==> src/sv/bleadv_pkg.sv <==
// Shared types and constants for the BLE advertising data field extractor.
package bleadv_pkg;

  localparam int MAX_REPORT_BYTES_DEF = 31;

  localparam logic [7:0] AD_TYPE_FLAGS      = 8'h01;
  localparam logic [7:0] AD_TYPE_NAME_SHORT = 8'h08;
  localparam logic [7:0] AD_TYPE_NAME_FULL  = 8'h09;
  localparam logic [7:0] AD_TYPE_APPEARANCE = 8'h19;

  typedef enum logic [1:0] {
    PH_LEN,
    PH_TYPE,
    PH_VALUE
  } phase_t;

  typedef enum logic [1:0] {
    FT_NONE,
    FT_FLAGS,
    FT_APPEAR,
    FT_NAME
  } ftype_t;

  typedef struct packed {
    logic [7:0]  flags_value;
    logic        flags_found;
    logic [15:0] appearance_value;
    logic        appearance_found;
    logic        name_found;
  } summary_t;

  typedef struct packed {
    logic       en;
    logic [7:0] data;
  } name_wr_t;

endpackage

==> src/sv/ble_adv_data_field_extractor.sv <==
// Top level: BLE advertising data parser with summary and name character output.
// Throughput: one data word per cycle; a report's last word waits while the previous
// report's results drain (one result word per unstalled cycle, name length + 1 words).
// After the last data word is accepted the sequencer loads and the summary word is registered,
// followed by the name characters on consecutive cycles when the output is not stalled.
// Reset clears the walker state, the result sequencer and the output valid.
module ble_adv_data_field_extractor import bleadv_pkg::*; #(
  parameter int MAX_REPORT_BYTES = MAX_REPORT_BYTES_DEF
) (
  input  logic        clk,
  input  logic        rst,
  input  logic        in_valid,
  output logic        in_stall,
  input  logic [7:0]  data_byte,
  input  logic [4:0]  report_length,
  input  logic        last_byte,
  output logic        out_valid,
  input  logic        out_stall,
  output logic        result_kind,
  output logic [7:0]  flags_value,
  output logic        flags_found,
  output logic [15:0] appearance_value,
  output logic        appearance_found,
  output logic        name_found,
  output logic [4:0]  name_length,
  output logic [7:0]  name_char,
  output logic [4:0]  name_index,
  output logic        last_result
);

  localparam int NAME_DEPTH = MAX_REPORT_BYTES - 2;
  localparam int NAME_CNT_W = $clog2(NAME_DEPTH + 1);
  localparam int NAME_AW    = (NAME_DEPTH > 1) ? $clog2(NAME_DEPTH) : 1;

  logic                  take;
  logic                  busy;
  logic                  job_load;
  summary_t              summary;
  logic [NAME_CNT_W-1:0] job_nlen;
  logic                  wbank;
  name_wr_t              name_wr;
  logic [NAME_AW-1:0]    name_waddr;

  assign in_stall = last_byte && busy;
  assign take     = in_valid && !in_stall;

  bleadv_parser #(
    .MAX_REPORT_BYTES(MAX_REPORT_BYTES)
  ) u_parser (
    .clk           (clk),
    .rst           (rst),
    .take          (take),
    .data_byte     (data_byte),
    .report_length (report_length),
    .last_byte     (last_byte),
    .job_load      (job_load),
    .summary       (summary),
    .job_nlen      (job_nlen),
    .wbank         (wbank),
    .name_wr       (name_wr),
    .name_waddr    (name_waddr)
  );

  bleadv_emit #(
    .MAX_REPORT_BYTES(MAX_REPORT_BYTES)
  ) u_emit (
    .clk              (clk),
    .rst              (rst),
    .job_load         (job_load),
    .summary          (summary),
    .job_nlen         (job_nlen),
    .wbank            (wbank),
    .name_wr          (name_wr),
    .name_waddr       (name_waddr),
    .busy             (busy),
    .out_valid        (out_valid),
    .out_stall        (out_stall),
    .result_kind      (result_kind),
    .flags_value      (flags_value),
    .flags_found      (flags_found),
    .appearance_value (appearance_value),
    .appearance_found (appearance_found),
    .name_found       (name_found),
    .name_length      (name_length),
    .name_char        (name_char),
    .name_index       (name_index),
    .last_result      (last_result)
  );

endmodule

==> src/sv/bleadv_parser.sv <==
// AD structure walker: tracks length/type/value phases and captures target fields.
module bleadv_parser import bleadv_pkg::*; #(
  parameter int MAX_REPORT_BYTES = MAX_REPORT_BYTES_DEF,
  localparam int NAME_DEPTH = MAX_REPORT_BYTES - 2,
  localparam int NAME_CNT_W = $clog2(NAME_DEPTH + 1),
  localparam int NAME_AW    = (NAME_DEPTH > 1) ? $clog2(NAME_DEPTH) : 1
) (
  input  logic                   clk,
  input  logic                   rst,
  input  logic                   take,
  input  logic [7:0]             data_byte,
  input  logic [4:0]             report_length,
  input  logic                   last_byte,
  output logic                   job_load,
  output summary_t               summary,
  output logic [NAME_CNT_W-1:0]  job_nlen,
  output logic                   wbank,
  output name_wr_t               name_wr,
  output logic [NAME_AW-1:0]     name_waddr
);

  localparam logic [7:0] MAX_B = 8'(MAX_REPORT_BYTES);
  localparam logic [NAME_CNT_W-1:0] NAME_DEPTH_C = NAME_CNT_W'(NAME_DEPTH);
  localparam logic [NAME_CNT_W-1:0] CNT_ONE = NAME_CNT_W'(1);

  phase_t                phase, phase_next;
  ftype_t                ftype, ftype_next;
  logic [7:0]            pos;
  logic [5:0]            nhp, nhp_next;
  logic [7:0]            vbase, vbase_next;
  logic                  stopped, stopped_next;
  logic                  flags_found, flags_found_next;
  logic                  app_found, app_found_next;
  logic                  name_found, name_found_next;
  logic [7:0]            flags_store, flags_store_next;
  logic [15:0]           app_store, app_store_next;
  logic [NAME_CNT_W-1:0] name_count, name_count_next;
  logic                  last_zero, last_zero_next;

  logic [7:0]            size;
  logic                  active;
  logic [9:0]            hdr_end;
  logic                  bad_len;
  logic                  field_end;
  logic [NAME_CNT_W-1:0] nlen_raw;

  assign size      = ({3'b000, report_length} > MAX_B) ? MAX_B : {3'b000, report_length};
  assign active    = !stopped && (pos < size);
  assign hdr_end   = {2'b00, pos} + {2'b00, data_byte} + 10'd1;
  assign bad_len   = (data_byte == 8'd0) || (hdr_end > {2'b00, size});
  assign field_end = (({1'b0, pos} + 9'd1) == {3'b000, nhp});

  always_comb begin
    phase_next = phase;
    if (active) begin
      case (phase)
        PH_LEN:   if (!bad_len) phase_next = PH_TYPE;
        PH_TYPE:  phase_next = field_end ? PH_LEN : PH_VALUE;
        PH_VALUE: if (field_end) phase_next = PH_LEN;
        default:  phase_next = PH_LEN;
      endcase
    end
  end

  always_comb begin
    ftype_next       = ftype;
    nhp_next         = nhp;
    vbase_next       = vbase;
    stopped_next     = stopped;
    flags_found_next = flags_found;
    app_found_next   = app_found;
    name_found_next  = name_found;
    flags_store_next = flags_store;
    app_store_next   = app_store;
    name_count_next  = name_count;
    last_zero_next   = last_zero;
    name_wr.en       = 1'b0;
    name_wr.data     = data_byte;
    if (active) begin
      case (phase)
        PH_LEN: begin
          if (bad_len) stopped_next = 1'b1;
          else begin
            nhp_next   = hdr_end[5:0];
            vbase_next = pos + 8'd2;
          end
        end
        PH_TYPE: begin
          ftype_next = FT_NONE;
          if (data_byte == AD_TYPE_FLAGS && !flags_found) begin
            flags_found_next = 1'b1;
            flags_store_next = 8'd0;
            ftype_next       = FT_FLAGS;
          end else if (data_byte == AD_TYPE_APPEARANCE && !app_found) begin
            app_found_next = 1'b1;
            app_store_next = 16'd0;
            ftype_next     = FT_APPEAR;
          end else if ((data_byte == AD_TYPE_NAME_SHORT || data_byte == AD_TYPE_NAME_FULL) &&
                       !name_found) begin
            name_found_next = 1'b1;
            name_count_next = '0;
            ftype_next      = FT_NAME;
          end
        end
        PH_VALUE: begin
          case (ftype)
            FT_FLAGS: if (pos == vbase) flags_store_next = data_byte;
            FT_APPEAR: begin
              if (pos == vbase) app_store_next[7:0] = data_byte;
              else if (pos == vbase + 8'd1) app_store_next[15:8] = data_byte;
            end
            FT_NAME: begin
              if (name_count < NAME_DEPTH_C) begin
                name_wr.en      = take;
                name_count_next = name_count + CNT_ONE;
                last_zero_next  = (data_byte == 8'd0);
              end
            end
            default: ;
          endcase
        end
        default: ;
      endcase
    end
  end

  assign name_waddr = NAME_AW'(name_count);

  // name length, less one trailing zero
  always_comb begin
    nlen_raw = name_found_next ? name_count_next : '0;
    if (nlen_raw != '0 && last_zero_next) nlen_raw = nlen_raw - CNT_ONE;
  end

  assign job_load                 = take && last_byte;
  assign job_nlen                 = nlen_raw;
  assign summary.flags_value      = flags_store_next;
  assign summary.flags_found      = flags_found_next;
  assign summary.appearance_value = app_store_next;
  assign summary.appearance_found = app_found_next;
  assign summary.name_found       = name_found_next;

  always_ff @(posedge clk) begin
    if (rst || job_load) begin
      phase       <= PH_LEN;
      ftype       <= FT_NONE;
      pos         <= 8'd0;
      nhp         <= 6'd0;
      vbase       <= 8'd0;
      stopped     <= 1'b0;
      flags_found <= 1'b0;
      app_found   <= 1'b0;
      name_found  <= 1'b0;
      flags_store <= 8'd0;
      app_store   <= 16'd0;
      name_count  <= '0;
      last_zero   <= 1'b0;
    end else if (take) begin
      phase       <= phase_next;
      ftype       <= ftype_next;
      pos         <= (pos == 8'd255) ? pos : pos + 8'd1;
      nhp         <= nhp_next;
      vbase       <= vbase_next;
      stopped     <= stopped_next;
      flags_found <= flags_found_next;
      app_found   <= app_found_next;
      name_found  <= name_found_next;
      flags_store <= flags_store_next;
      app_store   <= app_store_next;
      name_count  <= name_count_next;
      last_zero   <= last_zero_next;
    end
  end

  // name buffer alternates per report
  always_ff @(posedge clk) begin
    if (rst) begin
      wbank <= 1'b0;
    end else if (job_load) begin
      wbank <= !wbank;
    end
  end

  a_name_count_bound: assert property (@(posedge clk) disable iff (rst)
    name_count <= NAME_DEPTH_C)
    else $error("name count past buffer depth");

  a_field_inside_report: assert property (@(posedge clk) disable iff (rst)
    (phase != PH_LEN) |-> ({2'b00, nhp} > pos))
    else $error("field end behind current byte");

endmodule

==> src/sv/bleadv_emit.sv <==
// Result sequencer: double-buffered name store and output register.
module bleadv_emit import bleadv_pkg::*; #(
  parameter int MAX_REPORT_BYTES = MAX_REPORT_BYTES_DEF,
  localparam int NAME_DEPTH = MAX_REPORT_BYTES - 2,
  localparam int NAME_CNT_W = $clog2(NAME_DEPTH + 1),
  localparam int NAME_AW    = (NAME_DEPTH > 1) ? $clog2(NAME_DEPTH) : 1
) (
  input  logic                  clk,
  input  logic                  rst,
  input  logic                  job_load,
  input  summary_t              summary,
  input  logic [NAME_CNT_W-1:0] job_nlen,
  input  logic                  wbank,
  input  name_wr_t              name_wr,
  input  logic [NAME_AW-1:0]    name_waddr,
  output logic                  busy,
  output logic                  out_valid,
  input  logic                  out_stall,
  output logic                  result_kind,
  output logic [7:0]            flags_value,
  output logic                  flags_found,
  output logic [15:0]           appearance_value,
  output logic                  appearance_found,
  output logic                  name_found,
  output logic [4:0]            name_length,
  output logic [7:0]            name_char,
  output logic [4:0]            name_index,
  output logic                  last_result
);

  localparam logic [NAME_CNT_W-1:0] CNT_ONE = NAME_CNT_W'(1);

  logic [7:0] bank0 [NAME_DEPTH];
  logic [7:0] bank1 [NAME_DEPTH];

  logic                  active;
  logic                  rbank;
  logic [NAME_CNT_W-1:0] idx;
  logic [NAME_CNT_W-1:0] nlen;
  summary_t              job;

  logic [NAME_CNT_W-1:0] cidx;
  logic [NAME_AW-1:0]    raddr;
  logic                  out_free;
  logic                  emit;
  logic                  is_last;

  always_ff @(posedge clk) begin
    if (name_wr.en) begin
      if (wbank) bank1[name_waddr] <= name_wr.data;
      else bank0[name_waddr] <= name_wr.data;
    end
  end

  assign cidx     = idx - CNT_ONE;
  assign raddr    = NAME_AW'(cidx);
  assign out_free = !out_valid || !out_stall;
  assign emit     = active && out_free;
  assign is_last  = (idx == nlen);
  assign busy     = active;

  always_ff @(posedge clk) begin
    if (rst) begin
      active    <= 1'b0;
      out_valid <= 1'b0;
    end else begin
      if (out_free) out_valid <= emit;
      if (job_load) begin
        active <= 1'b1;
      end else if (emit && is_last) begin
        active <= 1'b0;
      end
    end
  end

  always_ff @(posedge clk) begin
    if (job_load) begin
      idx   <= '0;
      nlen  <= job_nlen;
      job   <= summary;
      rbank <= wbank;
    end else if (emit) begin
      idx <= idx + CNT_ONE;
    end
  end

  always_ff @(posedge clk) begin
    if (emit) begin
      last_result <= is_last;
      if (idx == '0) begin
        result_kind      <= 1'b0;
        flags_value      <= job.flags_value;
        flags_found      <= job.flags_found;
        appearance_value <= job.appearance_value;
        appearance_found <= job.appearance_found;
        name_found       <= job.name_found;
        name_length      <= 5'(nlen);
        name_char        <= 8'd0;
        name_index       <= 5'd0;
      end else begin
        result_kind      <= 1'b1;
        flags_value      <= 8'd0;
        flags_found      <= 1'b0;
        appearance_value <= 16'd0;
        appearance_found <= 1'b0;
        name_found       <= 1'b0;
        name_length      <= 5'd0;
        name_char        <= rbank ? bank1[raddr] : bank0[raddr];
        name_index       <= 5'(cidx);
      end
    end
  end

  a_no_job_overlap: assert property (@(posedge clk) disable iff (rst)
    job_load |-> !active)
    else $error("new report summary while previous one still draining");

  a_idx_bound: assert property (@(posedge clk) disable iff (rst)
    active |-> (idx <= nlen))
    else $error("result index past name length");

  a_done_after_last: assert property (@(posedge clk) disable iff (rst)
    (emit && is_last && !job_load) |=> !active)
    else $error("sequencer still busy after final word");

endmodule
==> config.mk <==
export PLATFORM = sky130hd
export DESIGN_NAME = ble_adv_data_field_extractor
export DESIGN_NICKNAME = d
export VERILOG_FILES = /design/src/sv/bleadv_pkg.sv /design/src/sv/ble_adv_data_field_extractor.sv /design/src/sv/bleadv_parser.sv /design/src/sv/bleadv_emit.sv
export SDC_FILE = /design/constraint.sdc
export NUM_CORES = 1
export LEC_CHECK = 0
export ABC_AREA = 1
export BUFFER_PORTS_ARGS = -buffer_cell sky130_fd_sc_hd__buf_2
export CAP_MARGIN = 20
export CORE_ASPECT_RATIO = 0.7
export CORE_MARGIN = 4
export CORE_UTILIZATION = 50
export DETAILED_ROUTE_END_ITERATION = 10
export PLACE_DENSITY = 0.66
export RECOVER_POWER = 50
export SYNTH_ARGS = -nofsm -noshare
export SYNTH_HDL_FRONTEND = slang
export SYNTH_SLANG_ARGS = --single-unit
==> constraint.sdc <==
create_clock -name clk -period 4.95 [get_ports clk]
set_input_delay 0.2475 -clock clk [delete_from_list [all_inputs] [get_ports clk]]
set_output_delay 0.2475 -clock clk [all_outputs]
set_load 0.05 [all_outputs]
After elaboration in Yosys (flattened, before gate mapping)
Memories as Yosys holds them, arrays and structs flattened. Cells that the tools add are included.

Logic and storage cells: 158. Flip-flop bits (word level): 148. Memories kept: 2. Memory bits (writable): 464. Input port bits: 18.

Eq/ne operators: 16. $add $sub $neg: 10. Reductions and logical operators: 32. Mux-type cells: 59. Bitwise logic cells: 2. $lt $le $gt $ge: 3.

Memory list: u_emit.bank0 (depth 29, bits a word 8, rd ports 1, clocked after Yosys merged registers in 0, write ports 1, line bleadv_emit.sv:33) `logic [7:0] bank0 [NAME_DEPTH];`; u_emit.bank1 (depth 29, bits a word 8, rd ports 1, clocked after Yosys merged registers in 0, write ports 1, line bleadv_emit.sv:34) `logic [7:0] bank1 [NAME_DEPTH];`.

Operator list (count): 2-to-1 mux 16 bit (4); 2-to-1 mux 8 bit (8); 2-to-1 mux 5 bit (8); one-hot mux 16 bit (2 select lines) (1); 2-to-1 mux 1 bit (29); adder 8 x 1 -> 8 bit, second input constant (2); equality test 8 x 4 -> 1 bit, second input constant (2); equality test 8 bit (2); one-hot mux 8 bit (2 select lines) (1); 2-to-1 mux 2 bit (6); AND reduction 4 bit (3); adder 10 x 1 -> 10 bit, second input constant (1); adder 5 x 1 -> 5 bit, second input constant (2); greater-than comparator 10 x 5 -> 1 bit (1); logical AND 1 bit (10); one-hot mux 5 bit (2 select lines) (1); subtractor 5 x 1 -> 5 bit, second input constant (2); adder 8 x 1 -> 9 bit, second input constant (1); adder 8 x 8 -> 9 bit (1); equality test 9 x 6 -> 1 bit (1); adder 8 x 2 -> 8 bit, second input constant (1); equality test 8 x 1 -> 1 bit, second input constant (1); equality test 8 x 5 -> 1 bit, second input constant (1); equality test 8 bit, second input constant (1); 18 further kinds (32).

Logic depth before layout (Yosys ltp)
Gate-level depths: netlist of run 1.

Depth in word-level cells: 12. Gate-level depth with buffers: 22.

Hierarchy
From an unflattened synthesis of run 1, not the netlist that was laid out.

Cell total of the unflattened synthesis: 2817. Area, all modules: 27775.4 um^2.

By module, submodules not included: bleadv_emit (instances 1, seq. area each 16475.8 um^2, area each 23005.8 um^2, cells an instance 2115); bleadv_parser (instances 1, seq. area each 1221.2 um^2, area each 4749.6 um^2, cells an instance 698); ble_adv_data_field_extractor (instances 1, seq. area each 0.0 um^2, area each 20.0 um^2, cells an instance 4).

Worst setup path after synthesis of run 1
Ideal clock, no wire load.

Path type: reg-to-reg. Start point: reg u_parser.pos[0]. End point: reg u_parser.vbase[1]. Slack: 2005 ps. Arrival time: 2832 ps. Cell stages (with the launch flop): 21. Setup time: 113 ps. Path buffers: 1. Required time: 4837 ps. Clock period less this slack: 2945 ps. Path through: dfxtp_1 ha_1 fa_1 xnor2_1 nor2_2 xnor2_1 inv_1 ha_1 nand2_1 inv_1 o21ai_0 nand2_1 nand2_1 nand2_1 a21oi_1 nand3_1 nor2b_2 nand3_2 buf_4 nor2_1 nor2_1.

Longest elaborated chain between the ends: 6. Elaborated cells on any way between the ends: 9.

Ends and longest elaborated chain: start: declaration (line bleadv_parser.sv:28) `logic [7:0] pos;`; start signal: assignment (line bleadv_parser.sv:161) `pos <= (pos == 8'd255) ? pos : pos + 8'd1;`; adder 8 x 8 -> 9 bit (line bleadv_parser.sv:49) `assign hdr_end = {2'b00, pos} + {2'b00, data_byte} + 10'd1;`; adder 10 x 1 -> 10 bit (line bleadv_parser.sv:49); via u_parser.hdr_end[3] (line bleadv_parser.sv:42) `logic [9:0] hdr_end;`; greater-than comparator 10 x 5 -> 1 bit (line bleadv_parser.sv:50) `assign bad_len = (data_byte == 8'd0) || (hdr_end > {2'b00, size});`; logical OR 1 bit (line bleadv_parser.sv:50); inverter 1 bit (no source line); AND reduction 4 bit (no source line); end signal: assignment (line bleadv_parser.sv:163) `vbase <= vbase_next;`; end: declaration (line bleadv_parser.sv:30) `logic [7:0] vbase, vbase_next;`.

The timed path passes the listed nets, and every way through them passes these cells. A chain may end at the register's enable or synchronous reset.

Worst setup path after layout of run 1
Start point: reg u_emit.idx[0]. End point: reg u_emit.name_char[0], data pin.

Longest elaborated chain between the ends: 3. Elaborated cells on any way between the ends: 5.

Ends and longest elaborated chain: start: declaration (line bleadv_emit.sv:38) `logic [NAME_CNT_W-1:0] idx;`; start signal: assignment (line bleadv_emit.sv:83) `idx <= idx + CNT_ONE;`; subtractor 5 x 1 -> 5 bit (line bleadv_emit.sv:55) `assign cidx = idx - CNT_ONE;`; memory (29 x 8 bit) (on tied branches); 2-to-1 mux 8 bit (line bleadv_emit.sv:108) `name_char <= rbank ? bank1[raddr] : bank0[raddr];`; end signal: assignment (line bleadv_emit.sv:108); end: declaration (line bleadv_emit.sv:26) `output logic [7:0] name_char,`.

Parallel ways exist; a longest one is shown, timed or not.

==> impl_metrics.csv, run 1 <==
group,metric,value,unit
synthesis,synth_most_common_cell,"edfxtp_1",
pwr,p_int,8930,uW
layout,syn_to_final_growth,10.7,%
clock_network,cts_buffers,56,
floorplanning,die_x,282,um
sta,relSlewSlack,-111,%
floorplanning,rows,69,
drt,remaining_drc_errors,0,
synthesis,post_synth_num_cell_types,48,
setup_path,r2r_slack,790,ps
pwr,p_leak,0.0104,uW
run,drv_cap,7,
pwr,p_sw,3790,uW
sta,setup_violations,0,
synthesis,synth_warnings,0,
sta,hold_viol_final,0,
floorplanning,dieArea,56300,um2
drt,dr.pass1.iters,6,
synthesis,synthFlopType,"edfxtp_1",
sta,rsz0062_at_grt,"no",
setup_path,start_kind,"flip-flop",
drt,drt_iter0_drc,2568,
placement,place_congestion,0.918,
floorplanning,die_h,200,um
sta,min_period,4160,ps
floorplanning,io_pins,67,
floorplanning,initial_core_util,51.1,%
sta,fin_worst_skew,21.3,ps
layout,diodes,0,
clock_network,postCtsSetupBuffers,0,
synthesis,synth_commonest_cells,"544 x edfxtp_1, 441 x nor2_1, 291 x nand2_1",
pwr,p_comb_share,20.4,%
min_path,hold_start,"last_byte",
pwr,vdd_ir_drop_max,295,uV
min_path,whs_path_depth,3,
setup_path,required,5400,ps
layout,fillers,4180,
pwr,clkPwrFrac,34.1,%
grt,grt_pass1_vias,17500,
placement,placedCellCount,3022,
sta,finalMaxSlewViolations,323,
synthesis,ys_seq_area_share,67.4,%
layout,drive_gt1_share,6.41,%
setup_path,crit_top_cell,"nand3_1",
synthesis,ys_seq_elements,612,
synthesis,syn_nets,2418,
pwr,swShare,29.8,%
setup_path,slowest_stage,"ha_1",
status,outcome,"finished with violations",
clock_network,h-tree-depth,2,
sta,post-route-period-util,84.0,%
sta,tns,0,ps
layout,fin_nets,2460,
synthesis,syn_area,26300,um2
grt,grt_max_degree,172,
grt,antenna_found_initial,3,
setup_path,path_max_fanout,43,
synthesis,synth_top_area_share,62.2,%
status,violations,"capacitance limit, slew limit",
setup_path,worstPathCellList,"clkinvlp_2 > ha_1 > buf_12 > buf_4 > o21ai_0 > o221ai_1 > nand3_1 > o211ai_1 > nand3_1 > a21oi_1",
synthesis,ys_async_sr_fraction,0,%
setup_path,cp-startpoint,"u_emit.idx[0]",
placement,io_buffers,66,
drt,routedWlPerCell,21.8,um
min_path,hold_path_class,"in -> reg",
clock_network,clock-sinks,612,
floorplanning,core_area,51400,um2
setup_path,endpoint_kind,"flip-flop",
synthesis,yosys-top-cells-area,"edfxtp_1 62%, nor2_1 6.3%, dfxtp_1 5.2%",
min_path,worstHoldEndpoint,"u_parser.wbank",
synthesis,synth_edf_count,544,
clock_network,cts_resized,0,
sta,worstMarginPinSlew,3170,ps
clock_network,path_clk_slew,60,ps
synthesis,syn-mean-instance-area,11.1,um2
grt,grt_overflow,0,
clock_network,cts_tree,"yes",
placement,dp_hpwl,43300,um
pwr,seqPwrFrac,45.5,%
clock_network,root_buffer,"clkbuf_16",
drt,wirelength,68200,um
synthesis,syn-instance-count,2368,
setup_path,reg2regPathDepth,10,
setup_path,critical_path_class,"reg -> reg",
clock_network,clockBufferDepth,3,
grt,grt_use_total,24.1,%
drt,final_antenna_net_count,0,
layout,fin_cells,3124,
sta,max_freq,0.241,GHz
grt,grt_first_pass_wirelength,104000,um
drt,via_per_inst,5.96,
clock_network,clkLatencyLatePin,620,ps
setup_path,r2r_end,"u_emit.name_char[0]",
setup_path,slowest_delay,1290,ps
drt,via_count,18600,
pwr,powerDensity,438,nW/um2
setup_path,worstPathArrival,4610,ps
synthesis,synth_area_leader_cell,"edfxtp_1",
setup_path,reg2reg_from,"u_emit.idx[0]",
-- worst max-delay path by stage --
stage                               end  slack (ps)  cells past startpoint
floorplan             u_parser.vbase[1]        2010                     20
global placement    u_emit.bank0[23][2]        1240                     10
detailed placement    u_parser.vbase[2]        1260                     20
CTS                   u_parser.vbase[2]        1220                     20
global route        u_emit.name_char[0]         670                     10
finish              u_emit.name_char[0]         790                     10
-- layout make-up --
type / instances / area, um2 / share of cell area [%]
clock buffer: 68 / 1520 / 5.23
clock inverter: 30 / 307 / 1.05
sequential: 612 / 17700 / 60.9
inverter: 172 / 649 / 2.23
multi-input combinational: 1456 / 7380 / 25.4
timing repair buffer: 112 / 668 / 2.30
tap: 674 / 843 / 2.90
-- cell families (layout without fill, tap and decap cells) --
family,Yosys count,after routing,synth area share [%]
AND/OR/NAND/NOR,888,888,13.9
XOR/XNOR,32,32,1.07
adder cells (fa/ha/maj),32,32,1.55
buffers and inverters,300,382,4.48
flip-flops,612,612,67.4
AO/OA/AOI/OAI,504,504,11.6
-- sequential cells by signal, indices dropped and copies added, names as in the netlist, 2 cells and up --
| signal | count |
|---|---|
| u_parser.flags_store | 8 |
| u_emit.flags_value | 8 |
| u_parser.ftype | 2 |
| u_emit.job | 27 |
| u_emit.bank1 | 232 |
| u_parser.phase | 2 |
| u_emit.name_length | 5 |
| u_emit.nlen | 5 |
| u_parser.name_waddr | 5 |
| u_emit.bank0 | 232 |
| u_emit.idx | 5 |
| u_parser.nhp | 6 |
| u_emit.name_index | 5 |
| u_emit.name_char | 8 |
| u_emit.appearance_value | 16 |
| u_parser.vbase | 8 |
| u_parser.app_store | 16 |
| u_parser.pos | 8 |
-- power groups by stage --
stage | sequential (uW) | combinational, uW | clock, uW
after global routing | 5780 | 2840 | 4650
after floorplan | 5980 | 1590 | 0
after detailed placement | 5890 | 2570 | 0
after CTS | 5770 | 2580 | 4410
final | 5780 | 2600 | 4340
after global placement | 5880 | 2560 | 0
-- cell usage in the layout, fill, tap and decap left out, drive strengths merged, types with 3 or more instances in the layout --
cell type and n:
o21ai 272, nand3 111, clkinvlp 3, edfxtp 544, clkinv 26, dfxtp 68, nand2 295, xor2 19
o211ai 50, buf 46, nor2 450, a31oi 3, o221ai 78, nand4 12, bufinv 6, clkbuf 130
nor3 7, a21oi 45, nand3b 4, dlygate4sd3 4, xnor2 13, ha 31, o22ai 49, inv 167
-- per-stage QoR --
step	instance area, um2	utilization [%]	hold WS [ps]	total power [uW]	setup slack [ps]
after floorplan	26300	-	317	7570	2010
after global placement	27300	53.1	444	8440	1240
after detailed placement	27300	53.2	447	8460	1260
after CTS	29200	56.8	73.2	12800	1220
after global routing	29100	56.6	97.8	13300	674
final	29100	56.6	95.6	12700	792
-- timing repair --
item / CTS / global route
hold buffers: 4 / 0
hold endpoints to repair: 4 / 0
setup endpoints to repair: 0 / 0
-- layer usage --
metal	global-route usage [%]	vias to the layer above	share of wire [%]	wire length [um]
li1	-	8483	-	-
met3	4.74	101	11	7180
met1	38.2	9022	46	31300
met5	0	-	0.019	13
met4	5.69	2	1.9	1270
met2	34.3	997	42	28400
-- worst max-delay path, delay by kind of cell, from the launching register on --
kind                     cells  cell delay (ps)
adder cells (fa/ha/maj)      1             1290
buffers and inverters        3              890
AO/OA/AOI/OAI                4              850
flip-flops                   1              490
AND/OR/NAND/NOR              2              450
No activity file was read; power rests on OpenSTA's default activity.
==> inputs of run 2 (changes only) <==
--- a/config.mk
+++ b/config.mk
@@ -5,7 +5,7 @@
 export SDC_FILE = /design/constraint.sdc
 export NUM_CORES = 1
 export LEC_CHECK = 0
-export ABC_AREA = 1
+export ABC_AREA = 0
 export BUFFER_PORTS_ARGS = -buffer_cell sky130_fd_sc_hd__buf_2
 export CAP_MARGIN = 20
 export CORE_ASPECT_RATIO = 0.7
==> constraint.sdc (replaced) <==
create_clock -name clk -period 4.06 [get_ports clk]
set_input_delay 0.203 -clock clk [delete_from_list [all_inputs] [get_ports clk]]
set_output_delay 0.203 -clock clk [all_outputs]
set_load 0.05 [all_outputs]
==> run 2 against run 1 <==
First-iteration DRC count shrank 37%; largest cell class unchanged; sequential power is 21% higher; cell area shrank 0.94%; maximum frequency is 16% higher; highest routed layer is now met4; worst hold slack better by 130 ps; wire length shrank 13%; global-route usage fell by 2.4 points; clock skew is 2.5 ps lower; critical endpoint is now u_parser.phase[0]; the run still ends with capacitance limit, slew limit left.
==> impl_metrics.csv, run 2 <==
group,metric,value,unit
status,outcome,"finished with violations",
status,violations,"capacitance limit, slew limit",
clock_network,clockBufferDepth,3,
grt,grt_busiest_layer,"met1",
synthesis,ys_seq_area_share,69.8,%
pwr,vdd_ir_drop_max,343,uV
sta,hold_viol_final,0,
layout,drive_gt1_share,22.1,%
setup_path,path_max_fanout,11,
setup_path,required,4530,ps
drt,remaining_drc_errors,0,
sta,holdWs,230,ps
setup_path,endpoint_kind,"flip-flop",
floorplanning,core_area,49700,um2
pwr,powerDensity,552,nW/um2
synthesis,synth_edf_count,544,
setup_path,critical_path_class,"reg -> reg",
setup_path,critPathTopFamily,"compound AO/OA/AOI/OAI gates",
pwr,seqPwrFrac,44.2,%
synthesis,post_synth_num_cell_types,79,
floorplanning,die_h,196,um
run,drv_cap,9,
floorplanning,die_x,277,um
clock_network,root_buffer,"clkbuf_16",
clock_network,clock-sinks,612,
synthesis,yosys-top-cells-area,"edfxtp_1 64%, mux4_2 13%, dfxtp_1 5.4%",
clock_network,h-tree-depth,2,
pwr,clkPwrFrac,33.2,%
setup_path,worstPathArrival,4070,ps
synthesis,synth_commonest_cells,"544 x edfxtp_1, 152 x mux4_2, 124 x nor2_1",
synthesis,synth_area_leader_cell,"edfxtp_1",
drt,via_per_inst,6.14,
synthesis,syn-mean-instance-area,17.4,um2
drt,dr.pass1.iters,5,
clock_network,cts_tree,"yes",
floorplanning,dieArea,54500,um2
synthesis,synth_most_common_cell,"edfxtp_1",
floorplanning,initial_core_util,51.1,%
grt,grt_use_total,21.7,%
pwr,p_int,11600,uW
sta,fin_worst_skew,18.8,ps
drt,drt_iter0_drc,1618,
sta,worstMarginPinSlew,3170,ps
synthesis,synth_warnings,0,
floorplanning,io_pins,67,
setup_path,worstPathCellList,"ha_1 > or3b_1 > o21ai_0 > nor4b_1 > o21ai_0 > a2111oi_2 > nand2_1 > o32ai_1",
clock_network,path_clk_slew,70,ps
synthesis,synthFlopType,"edfxtp_1",
placement,io_buffers,66,
drt,final_antenna_net_count,0,
synthesis,ys_seq_elements,612,
sta,max_freq,0.278,GHz
grt,gr-usage-met2,31.2,%
drt,wirelength,59600,um
min_path,hold_path_class,"in -> reg",
layout,final_cell_mix,"544 x edfxtp_1, 152 x mux4_2, 123 x nor2_1",
synthesis,syn_nets,1506,
sta,relSlewSlack,-111,%
setup_path,crit_top_cell,"o21ai_0",
grt,use_met3,5.99,%
setup_path,slowest_stage,"a2111oi_2",
layout,fin_nets,1648,
clock_network,cts_resized,0,
placement,dp_hpwl,38900,um
clock_network,cts_buffers,55,
synthesis,syn_area,25400,um2
grt,grt_max_degree,70,
grt,grtUsageMet1,34.1,%
synthesis,syn-instance-count,1456,
drt,via_count,14200,
grt,antenna_found_initial,1,
sta,tns,0,ps
sta,min_period,3600,ps
sta,rsz0062_at_grt,"no",
clock_network,clkLatencyLatePin,590,ps
setup_path,critPathBufInv,0,
drt,routedWlPerCell,25.8,um
setup_path,start_kind,"flip-flop",
layout,layout_commonest_cell,"edfxtp_1",
sta,post-route-period-util,88.6,%
grt,grt_overflow,0,
sta,finalMaxSlewViolations,476,
layout,largestRegisters,"u_emit.bank0: 232 flops, u_emit.bank1: 232 flops, u_emit.job: 27 flops",
placement,place_congestion,0.893,
layout,syn_to_final_growth,13.5,%
synthesis,ys_async_sr_fraction,0,%
synthesis,synth_top_area_share,64.4,%
grt,grt_first_pass_wirelength,89100,um
pwr,p_sw,4290,uW
pwr,p_comb_share,22.6,%
pwr,swShare,27.0,%
layout,diodes,0,
setup_path,slowest_delay,760,ps
floorplanning,rows,68,
pwr,p_leak,0.00933,uW
grt,grt_pass1_vias,13800,
sta,setup_violations,0,
==> run 2: cell count changes after synthesis, moves of 42 or more <==
cell and delta:
nor2_1 -317, o21ai_0 -251, nand2_1 -247, mux4_2 +152
inv_1 -136, nand3_1 -80, o221ai_1 -78, o22ai_1 -48
and2_1 +44, o211ai_1 -42
==> run 2: metal layers <==
metal | up-vias | routed length (um)
met4 | 0 | 783
met5 | - | 0
met3 | 67 | 5790
met1 | 7389 | 27200
li1 | 6118 | -
met2 | 602 | 25700
==> run 2: logic make-up (layout without fill, tap and decap cells) <==
kind of cell,after synthesis,in the layout,share of synthesized area [%]
compound gates,174,174,5.16
xor+xnor,43,43,1.54
flops,612,612,69.8
simple gates,330,330,6.55
fa+ha+maj,32,32,1.61
mux,157,157,13.7
buf+inv,108,296,1.67
==> run 2: worst paths after layout <==
kind | endpoint | slack (ps) | cells after the start | from
setup reg to reg | u_parser.phase[0] | 460 | 8 | u_parser.pos[5]
setup / recovery | u_parser.phase[0] | 460 | 8 | u_parser.pos[5]
hold / removal | u_parser.name_waddr[2] | 230 | 4 | in_valid
hold reg to reg | u_parser.phase[1] | 490 | 2 | u_parser.phase[1]
==> run 2: stage by stage <==
stage | utilization, % | setup WS, ps | instance area, um2 | power, uW | cells
after floorplan | - | 227 | 25400 | 9560 | 1456
after global placement | 54.4 | 613 | 27000 | 10800 | 2203
after detailed placement | 54.4 | 498 | 27000 | 10800 | 2203
after CTS | 58.2 | 571 | 28900 | 16000 | 2309
after global routing | 57.9 | 320 | 28800 | 16500 | 2309
final | 57.9 | 463 | 28800 | 15900 | 2309
==> run 2: area by class of cell <==
cell class              instances  area, um2
fillers                      3752      20900
flip-flops and latches        612      17700
multi-input cells             736       7290
clock buffers                  72       1510
repair buffers                167       1030
well taps                     665        832
clock inverters                31        323
inverters                      26       97.6
==> run 2: what timing repair did <==
item,4_1_cts,5_1_grt
buffers inserted,0,0
hold buffers,3,0
hold endpoints to repair,3,0
==> run 2: power by group through the flow <==
stage          sequential [uW]  clock (uW)  combinational (uW)
4_1_cts                   7010        5360                3660
6_report                  7020        5270                3600
3_3_place_gp              7140           0                3620
5_1_grt                   7030        5640                3830
3_5_place_dp              7150           0                3650
2_1_floorplan             7300           0                2260
==> run 2: tightest hold or removal path: cells and delay by family <==
family / cells / cell delay [ps]
AND/OR/NAND/NOR: 1 / 110
buffers and inverters: 2 / 350
AO/OA/AOI/OAI: 1 / 110
